[src/sv/infix_to_postfix_converter_macros.svh]
// Assertion macros for the infix to postfix converter.
`ifndef INFIX_TO_POSTFIX_CONVERTER_MACROS_SVH
`define INFIX_TO_POSTFIX_CONVERTER_MACROS_SVH

// Property must hold at every edge outside reset.
`define I2P_ASSERT(lbl, prop, msg) \
    lbl: assert property (@(posedge aclk) disable iff (!aresetn) (prop)) else $error(msg);

// Condition must never be seen outside reset.
`define I2P_NEVER(lbl, cond, msg) \
    lbl: assert property (@(posedge aclk) disable iff (!aresetn) !(cond)) else $error(msg);

`endif

[src/sv/i2p_pkg.sv]
// Types, character codes and helper functions for the infix to postfix converter.
package i2p_pkg;

    typedef struct packed {
        logic [7:0] symbol;
        logic       end_of_expr;
    } i2p_in_t;

    typedef struct packed {
        logic [7:0] out_symbol;
        logic [1:0] status;
        logic       last;
    } i2p_out_t;

    // Sequencer to output stage
    typedef struct packed {
        logic     emit;     // new result into the holding slot
        logic     retire;   // push held result out, closing the item
        logic     last;     // last flag applied on retire
        i2p_out_t word;
    } i2p_req_t;

    // Output stage to sequencer
    typedef struct packed {
        logic pend_valid;
        logic blocked;      // holding slot full and output register busy
    } i2p_stat_t;

    localparam logic [1:0] STAT_SYMBOL           = 2'd0;
    localparam logic [1:0] STAT_OVERFLOW         = 2'd1;
    localparam logic [1:0] STAT_UNMATCHED_CLOSE  = 2'd2;
    localparam logic [1:0] STAT_UNMATCHED_OPEN   = 2'd3;

    localparam logic [7:0] CH_CARET  = 8'h5E;
    localparam logic [7:0] CH_STAR   = 8'h2A;
    localparam logic [7:0] CH_PCT    = 8'h25;
    localparam logic [7:0] CH_SLASH  = 8'h2F;
    localparam logic [7:0] CH_PLUS   = 8'h2B;
    localparam logic [7:0] CH_MINUS  = 8'h2D;
    localparam logic [7:0] CH_LPAREN = 8'h28;
    localparam logic [7:0] CH_RPAREN = 8'h29;
    localparam logic [7:0] CH_UPPER_A = 8'd65;
    localparam logic [7:0] CH_UPPER_Z = 8'd90;
    localparam logic [7:0] CH_LOWER_A = 8'd97;
    localparam logic [7:0] CH_LOWER_Z = 8'd122;

    function automatic logic [2:0] prec(input logic [7:0] c);
        logic [2:0] p;
        if (c == CH_CARET) begin
            p = 3'd5;
        end else if (c == CH_STAR || c == CH_SLASH || c == CH_PCT) begin
            p = 3'd4;
        end else if (c == CH_PLUS || c == CH_MINUS) begin
            p = 3'd3;
        end else begin
            p = 3'd2;
        end
        return p;
    endfunction

    function automatic logic is_letter(input logic [7:0] c);
        return (c >= CH_UPPER_A && c <= CH_UPPER_Z) || (c >= CH_LOWER_A && c <= CH_LOWER_Z);
    endfunction

endpackage

[src/sv/i2p_out_stage.sv]
// Result holding slot and output register of the infix to postfix converter.
module i2p_out_stage (
    input  logic               aclk,
    input  logic               aresetn,
    input  i2p_pkg::i2p_req_t  req,
    output i2p_pkg::i2p_stat_t stat,
    output logic               m_valid,
    input  logic               m_ready,
    output i2p_pkg::i2p_out_t  m_data
);
    import i2p_pkg::*;

    logic     pend_valid_reg, pend_valid_next;
    i2p_out_t pend_reg, pend_next;
    logic     m_valid_reg, m_valid_next;
    i2p_out_t m_data_reg, m_data_next;
    logic     out_free;

    // The slot holds one result back so the last flag can be set once the item closes.
    assign out_free = !m_valid_reg || m_ready;
    assign stat     = '{pend_valid: pend_valid_reg, blocked: pend_valid_reg && !out_free};

    always_comb begin
        pend_valid_next = pend_valid_reg;
        pend_next       = pend_reg;
        m_valid_next    = m_valid_reg && !m_ready;
        m_data_next     = m_data_reg;
        if (req.emit) begin
            if (pend_valid_reg) begin
                m_valid_next = 1'b1;
                m_data_next  = pend_reg;
            end
            pend_valid_next = 1'b1;
            pend_next       = req.word;
        end else if (req.retire && pend_valid_reg) begin
            m_valid_next     = 1'b1;
            m_data_next      = pend_reg;
            m_data_next.last = req.last;
            pend_valid_next  = 1'b0;
        end
    end

    always_ff @(posedge aclk) begin
        if (!aresetn) begin
            pend_valid_reg <= 1'b0;
            m_valid_reg    <= 1'b0;
        end else begin
            pend_valid_reg <= pend_valid_next;
            m_valid_reg    <= m_valid_next;
        end
        pend_reg   <= pend_next;
        m_data_reg <= m_data_next;
    end

    assign m_valid = m_valid_reg;
    assign m_data  = m_data_reg;

endmodule

[src/sv/infix_to_postfix_converter.sv]
// Top level of the infix to postfix converter: sequencer and operator stack memory.
//
//  channel | direction | word                          | handshake
//  s_      | in        | symbol, end_of_expr           | s_valid / s_ready
//  m_      | out       | out_symbol, status, last      | m_valid / m_ready
//
// Sequence: one word in flight, pops paced by the stack memory's registered read. A letter,
// '(' or ')' on an empty stack is classified, then closed; other ')' pop entries, then
// take the '(' or the unmatched report; an operator pops, has a step where popping stops at
// a stacked entry, then pushes; an end word flushes each entry on the stack, then closes.
// Reset: aresetn synchronous, active low; clears the stack count and the sequencer.
// Stalls: a full output register with a held result freezes the sequencer in place.
module infix_to_postfix_converter #(
    parameter int STACK_DEPTH = 32
) (
    input  logic              aclk,
    input  logic              aresetn,
    input  logic              s_valid,
    output logic              s_ready,
    input  i2p_pkg::i2p_in_t  s_data,
    output logic              m_valid,
    input  logic              m_ready,
    output i2p_pkg::i2p_out_t m_data
);
    import i2p_pkg::*;

    `include "infix_to_postfix_converter_macros.svh"

    localparam int CW = $clog2(STACK_DEPTH + 1);   // count, holds the depth itself
    localparam int AW = $clog2(STACK_DEPTH);       // stack address

    // Sequencer states
    localparam logic [2:0] S_IDLE      = 3'd0;
    localparam logic [2:0] S_POP       = 3'd1;   // top read back, pop or stop
    localparam logic [2:0] S_PUSH      = 3'd2;   // push the pending operator
    localparam logic [2:0] S_CLOSE_ERR = 3'd3;   // ')' ran the stack dry
    localparam logic [2:0] S_FINISH    = 3'd4;   // start flush or close the word
    localparam logic [2:0] S_FLUSH     = 3'd5;   // end-of-expression drain

    logic [2:0]    state_reg, state_next;
    logic [CW-1:0] count_reg, count_next;
    logic [7:0]    sym_reg, sym_next;
    logic          end_reg, end_next;
    logic          close_reg, close_next;    // pop loop driven by ')'

    // Stack memory, one write and one registered read per cycle
    logic [7:0]    stack_mem [STACK_DEPTH];
    logic [7:0]    rdata_reg;
    logic          rd_en, wr_en;
    logic [AW-1:0] rd_addr, wr_addr;
    logic [7:0]    wr_data;

    i2p_req_t  req;
    i2p_stat_t stat;

    logic [CW-1:0] cnt_m1, cnt_m2;
    logic          full;
    logic          stop;
    logic [7:0]    top;

    assign cnt_m1 = count_reg - CW'(1);
    assign cnt_m2 = count_reg - CW'(2);
    assign full   = count_reg >= CW'(STACK_DEPTH);
    assign top    = rdata_reg;

    // Pop loop ends at '(' always; an operator also stops on lower precedence.
    assign stop = (top == CH_LPAREN) || (!close_reg && (prec(top) < prec(sym_reg)));

    assign s_ready = (state_reg == S_IDLE);

    always_comb begin
        state_next = state_reg;
        count_next = count_reg;
        sym_next   = sym_reg;
        end_next   = end_reg;
        close_next = close_reg;
        rd_en      = 1'b0;
        rd_addr    = cnt_m1[AW-1:0];
        wr_en      = 1'b0;
        wr_addr    = count_reg[AW-1:0];
        wr_data    = sym_reg;
        req        = '0;

        case (state_reg)
            S_IDLE: begin
                if (s_valid) begin
                    sym_next   = s_data.symbol;
                    end_next   = s_data.end_of_expr;
                    close_next = (s_data.symbol == CH_RPAREN);
                    state_next = S_FINISH;
                    if (s_data.symbol == CH_LPAREN) begin
                        if (!full) begin
                            wr_en      = 1'b1;
                            wr_data    = s_data.symbol;
                            count_next = count_reg + CW'(1);
                        end else begin
                            req.emit              = 1'b1;
                            req.word.status       = STAT_OVERFLOW;
                        end
                    end else if (is_letter(s_data.symbol)) begin
                        req.emit            = 1'b1;
                        req.word.out_symbol = s_data.symbol;
                        req.word.status     = STAT_SYMBOL;
                    end else if (count_reg != '0) begin
                        rd_en      = 1'b1;
                        state_next = S_POP;
                    end else if (s_data.symbol == CH_RPAREN) begin
                        req.emit        = 1'b1;
                        req.word.status = STAT_UNMATCHED_CLOSE;
                    end else begin
                        state_next = S_PUSH;
                    end
                end
            end
            S_POP: begin
                if (stop) begin
                    if (close_reg) begin
                        count_next = cnt_m1;        // discard the matching '('
                        state_next = S_FINISH;
                    end else begin
                        state_next = S_PUSH;
                    end
                end else if (!stat.blocked) begin
                    req.emit            = 1'b1;
                    req.word.out_symbol = top;
                    req.word.status     = STAT_SYMBOL;
                    count_next          = cnt_m1;
                    if (cnt_m1 != '0) begin
                        rd_en   = 1'b1;
                        rd_addr = cnt_m2[AW-1:0];
                    end else begin
                        state_next = close_reg ? S_CLOSE_ERR : S_PUSH;
                    end
                end
            end
            S_PUSH: begin
                if (!full) begin
                    wr_en      = 1'b1;
                    count_next = count_reg + CW'(1);
                    state_next = S_FINISH;
                end else if (!stat.blocked) begin
                    req.emit        = 1'b1;
                    req.word.status = STAT_OVERFLOW;
                    state_next      = S_FINISH;
                end
            end
            S_CLOSE_ERR: begin
                if (!stat.blocked) begin
                    req.emit        = 1'b1;
                    req.word.status = STAT_UNMATCHED_CLOSE;
                    state_next      = S_FINISH;
                end
            end
            S_FINISH: begin
                if (end_reg && count_reg != '0) begin
                    rd_en      = 1'b1;
                    state_next = S_FLUSH;
                end else if (!stat.blocked) begin
                    // held result is the word's final one
                    req.retire = 1'b1;
                    req.last   = end_reg;
                    state_next = S_IDLE;
                end
            end
            S_FLUSH: begin
                if (!stat.blocked) begin
                    req.emit = 1'b1;
                    if (top == CH_LPAREN) begin
                        req.word.status = STAT_UNMATCHED_OPEN;
                    end else begin
                        req.word.out_symbol = top;
                        req.word.status     = STAT_SYMBOL;
                    end
                    count_next = cnt_m1;
                    if (cnt_m1 != '0) begin
                        rd_en   = 1'b1;
                        rd_addr = cnt_m2[AW-1:0];
                    end else begin
                        state_next = S_FINISH;
                    end
                end
            end
            default: begin
                state_next = S_IDLE;
            end
        endcase
    end

    // A push is always written into the memory before any read of that entry is issued, so no forwarding.
    always_ff @(posedge aclk) begin
        if (wr_en) begin
            stack_mem[wr_addr] <= wr_data;
        end
        if (rd_en) begin
            rdata_reg <= stack_mem[rd_addr];
        end
    end

    always_ff @(posedge aclk) begin
        if (!aresetn) begin
            state_reg <= S_IDLE;
            count_reg <= '0;
        end else begin
            state_reg <= state_next;
            count_reg <= count_next;
        end
        sym_reg   <= sym_next;
        end_reg   <= end_next;
        close_reg <= close_next;
    end

    i2p_out_stage u_out_stage (
        .aclk    (aclk),
        .aresetn (aresetn),
        .req     (req),
        .stat    (stat),
        .m_valid (m_valid),
        .m_ready (m_ready),
        .m_data  (m_data)
    );

    `I2P_NEVER(a_count_in_range, count_reg > CW'(STACK_DEPTH), "stack count beyond depth")
    `I2P_NEVER(a_idle_slot_empty, state_reg == S_IDLE && stat.pend_valid, "result held while idle")
    `I2P_NEVER(a_no_emit_blocked, req.emit && stat.blocked, "result emitted into a blocked stage")
    `I2P_ASSERT(a_push_grows, wr_en |=> count_reg == $past(count_reg) + CW'(1), "push lost")

endmodule
[config.mk]
export PLATFORM = sky130hd
export DESIGN_NAME = infix_to_postfix_converter
export DESIGN_NICKNAME = d
export VERILOG_FILES = /design/src/sv/i2p_pkg.sv /design/src/sv/i2p_out_stage.sv /design/src/sv/infix_to_postfix_converter.sv
export VERILOG_INCLUDE_DIRS = /design/src /design/src/sv
export SDC_FILE = /design/constraint.sdc
export NUM_CORES = 1
export LEC_CHECK = 0
export BUFFER_PORTS_ARGS = -buffer_cell sky130_fd_sc_hd__buf_2
export CAP_MARGIN = 20
export CELL_PAD_IN_SITES_DETAIL_PLACEMENT = 1
export CELL_PAD_IN_SITES_GLOBAL_PLACEMENT = 1
export CORE_MARGIN = 3
export CORE_UTILIZATION = 45
export CTS_CLUSTER_DIAMETER = 100
export DETAILED_ROUTE_END_ITERATION = 8
export PLACE_DENSITY_LB_ADDON = 0.25
export SLEW_MARGIN = 30
export SYNTH_ARGS = -nofsm -noshare
export SYNTH_HDL_FRONTEND = slang
export SYNTH_SLANG_ARGS = --single-unit
[constraint.sdc]
create_clock -name aclk -period 5.5 [get_ports aclk]
set_input_delay 0.275 -clock aclk [delete_from_list [all_inputs] [get_ports aclk]]
set_output_delay 0.275 -clock aclk [all_outputs]
set_load 0.02 [all_outputs]
==> results.toml <==
[outcome]
outcome = "finished clean"

[placement]
hpwl_mm = 20.9
place_area_um2 = 13700
place.gp.congestion = 0.822
dp_slack_ps = 386
port-buffer-count = 25

[worst_setup_path]
worstPathRequired_ps = 5790
cp_cell_sequence = "nor4b_2 -> a22oi_1 -> o21ai_0 -> nand2_1 -> nand2_1 -> inv_1 -> ha_1 -> a2111oi_0 -> nor3_1 -> nand2_1 -> o21a_1 -> o31ai_4 -> buf_12 -> nor2_1 -> a22oi_1 -> o22ai_1 -> nor4_2"
cpMaxStageDelayCell = "nor2_1"
reg2reg_depth = 17
cp.arrival_ps = 5170
start_kind = "flip-flop"
worst-setup-path-type = "reg -> reg"
crit_path_frequent_cell = "nand2_1"
end_kind = "flip-flop"
crit_path_max_incr_delay_ps = 590
path_buf_inv = 2
critPathMaxFanout = 48
critPathTopFamily = "compound AO/OA/AOI/OAI gates"
cp.depth = 17

[logic_synthesis]
ys.flop_type = "edfxtp_1"
netlist_area_um2 = 13200
synth_seq_cells = 306
synthArstFlopShare = 0
ys_seq_area_frac = 0.687
synth-edff-count = 295
avgSynthCellArea_um2 = 15.5
ys_types = 66
yosys_warnings = 0
synth_nets = 874
synth_cells = 851

[floorplan]
coreArea_um2 = 28900
fp.dieArea_um2 = 31500
io_pins = 26
die_h_um = 177
num_rows = 62
start_util = 0.458
dieWidth_um = 177

[final_layout]
syn2layout_area_growth_pct = 11.2
fin_nets = 917
largest_register_ffs = 256
diodes = 0
num-fill-cells = 2803
fin_area_um2 = 14700
multi_input_area_um2 = 3830
regArea_um2 = 9080
final_core_util = 0.509
drive_gt1_frac = 0.125

[sta]
hold_ws_ps = 69.1
post-route-period-util = 0.887
slew_headroom = 0.391
worst_slew_pin_slew_ps = 910
slew_viol_final = 0
rsz0062_at_grt = "no"
setup_viol = 0
fin_tns_setup_ps = 0
max_freq_ghz = 0.205
clock_skew_ps = 14.3
finalCriticalPeriod_ps = 4880
worst_slack_ps = 620
final_hold_viol_count = 0

[grt]
grt_start_max_net_pins = 49
antenna_found_initial = 0
grt_pass1_wl_mm = 48.7
grt_pass1_vias = 7818
grt_overflow = 0
grt_usage = 0.203

[hold_path]
whs_path_depth = 3
hp-class = "in -> reg"

[cts]
clk_pin_slew_ps = 60
clk_path_buf_depth = 3
cts-buffers-inserted = 30
cts_tree = "built"
clkSinkCount = 306
cts-root-buf = "clkbuf_16"
clock_latency_ps = 560
htreeDepth = 1

[drt]
viasPerCell = 5.80
vias = 7526
drtIter0Drc = 677
post-route-drc-count = 0
drtAntennaViolNets = 0
totalWireLength_mm = 31.7
drt-pass1-iter-count = 5
post_drt_wl_per_cell_um = 24.4

[power_and_ir_drop]
p_leak_nw = 5.15
vdd_drop_max_mv = 0.278
power.density_nw_per_um2 = 455

[flow_run]
maxCapViolCount = 0
per-layer routing:
layer | vias up | wire (um) | GRT usage
li1 | 3433 | - | -
met2 | 162 | 15500 | 0.343
met4 | 0 | 662 | 0.0501
met1 | 3891 | 14300 | 0.279
met3 | 40 | 1240 | 0.0274
met5 | - | 0 | 0
layout by cell type, fill, tap and decap left out, drive strengths merged, types with 4 or more instances in the layout:
cell | synthesis | layout
clkbuf | 12 | 35
or2 | 4 | 4
nand4 | 4 | 4
o22ai | 36 | 36
o211ai | 5 | 5
mux2i | 146 | 146
dfxtp | 11 | 11
a21boi | 4 | 4
and3 | 4 | 4
xnor2 | 7 | 7
or3 | 4 | 4
nor2 | 52 | 52
clkinv | 0 | 16
nor3 | 23 | 23
nand2b | 6 | 6
o21ai | 27 | 27
a22oi | 11 | 11
nor4 | 10 | 10
mux4 | 8 | 8
inv | 12 | 12
nor4b | 5 | 5
nand3 | 14 | 14
buf | 27 | 41
a21oi | 7 | 7
nor2b | 13 | 13
ha | 10 | 10
nand2 | 33 | 33
edfxtp | 295 | 295
dlygate4sd3 | 0 | 9
and2 | 8 | 8
o31ai | 4 | 4
a22o | 5 | 5
o32ai | 9 | 9
o21a | 6 | 6
power breakdown:
group	total, mW	switching (mW)	internal [mW]
Sequential	2.91	0.0995	2.81
Clock	1.87	0.831	1.04
Combinational	1.90	1.20	0.702
layout make-up:
| class | instances | share of cell area |
|---|---|---|
| clock buffer | 35 | 0.0524 |
| clock inverter | 17 | 0.00843 |
| inverter | 12 | 0.00307 |
| multi-input combinational | 494 | 0.261 |
| sequential | 306 | 0.618 |
| tap | 384 | 0.0327 |
| timing repair buffer | 50 | 0.0245 |
through the flow:
| stage | std cells | total power, mW |
|---|---|---|
| final | 1298 | 6.68 |
| after CTS | 1298 | 6.74 |
| after global routing | 1298 | 6.98 |
| after global placement | 1237 | 4.81 |
| after detailed placement | 1237 | 4.87 |
| after floorplan | 851 | 4.35 |
Yosys cell counts, drive strengths merged, types with 2 or more instances:
cell type / instances / area share
edfxtp: 295 / 0.67
mux2i: 146 / 0.11
nor2: 52 / 0.015
o22ai: 36 / 0.017
nand2: 33 / 0.0096
buf: 27 / 0.020
o21ai: 27 / 0.010
nor3: 23 / 0.0087
nand3: 14 / 0.0053
nor2b: 13 / 0.0063
clkbuf: 12 / 0.0034
inv: 12 / 0.0034
a22oi: 11 / 0.0062
dfxtp: 11 / 0.017
ha: 10 / 0.0095
nor4: 10 / 0.0076
o32ai: 9 / 0.0065
and2: 8 / 0.0038
mux4: 8 / 0.014
a21oi: 7 / 0.0027
xnor2: 7 / 0.0046
nand2b: 6 / 0.0028
o21a: 6 / 0.0034
a22o: 5 / 0.0033
nor4b: 5 / 0.0038
o211ai: 5 / 0.0028
a21boi: 4 / 0.0023
and3: 4 / 0.0019
nand4: 4 / 0.0019
o31ai: 4 / 0.0030
or2: 4 / 0.0019
or3: 4 / 0.0019
a211oi: 3 / 0.0021
nand3b: 3 / 0.0017
nor3b: 2 / 0.0011
o21bai: 2 / 0.0011
o31a: 2 / 0.0013
xor2: 2 / 0.0013
worst register-to-register path: stages (launching register included):
cell       delay, ps
edfxtp_1         450
nor4b_2          450
a22oi_1          140
o21ai_0          180
nand2_1           80
nand2_1          100
inv_1             60
ha_1             290
a2111oi_0        440
nor3_1           110
nand2_1          190
o21a_1           470
o31ai_4          170
buf_12           230
nor2_1           600
a22oi_1          210
o22ai_1          370
nor4_2            80
kinds of logic (layout without fill, tap and decap cells):
logic type               after synthesis  count (layout)  synth area share
flip-flops                           306             306             0.687
adder cells (fa/ha/maj)               10              10           0.00947
AND/OR/NAND/NOR                      190             190            0.0769
multiplexers                         154             154             0.124
AO/OA/AOI/OAI                        131             131            0.0694
XOR/XNOR                               9               9           0.00596
buffers and inverters                 51             114            0.0273
final timing paths:
kind | slack, ps | endpoint | startpoint
max | 620 | rdata_reg[4]$_DFFE_PP_ | sym_reg[6]$_DFFE_PP_
max reg2reg | 620 | rdata_reg[4]$_DFFE_PP_ | sym_reg[6]$_DFFE_PP_
min | 70 | u_out_stage.m_valid$_SDFF_PN0_ | m_ready
min reg2reg | 420 | u_out_stage.m_data[1]$_DFFE_PP_ | u_out_stage.pend_reg[1]$_DFFE_PP_
timing repair:
item | CTS | global route
hold buffers | 9 | 0
hold endpoints to repair | 9 | 0
endpoints found under the setup margin | 0 | 6
setup buffers | 0 | 0
resized for setup | 0 | 2
No activity file was read; power rests on OpenSTA's default activity.
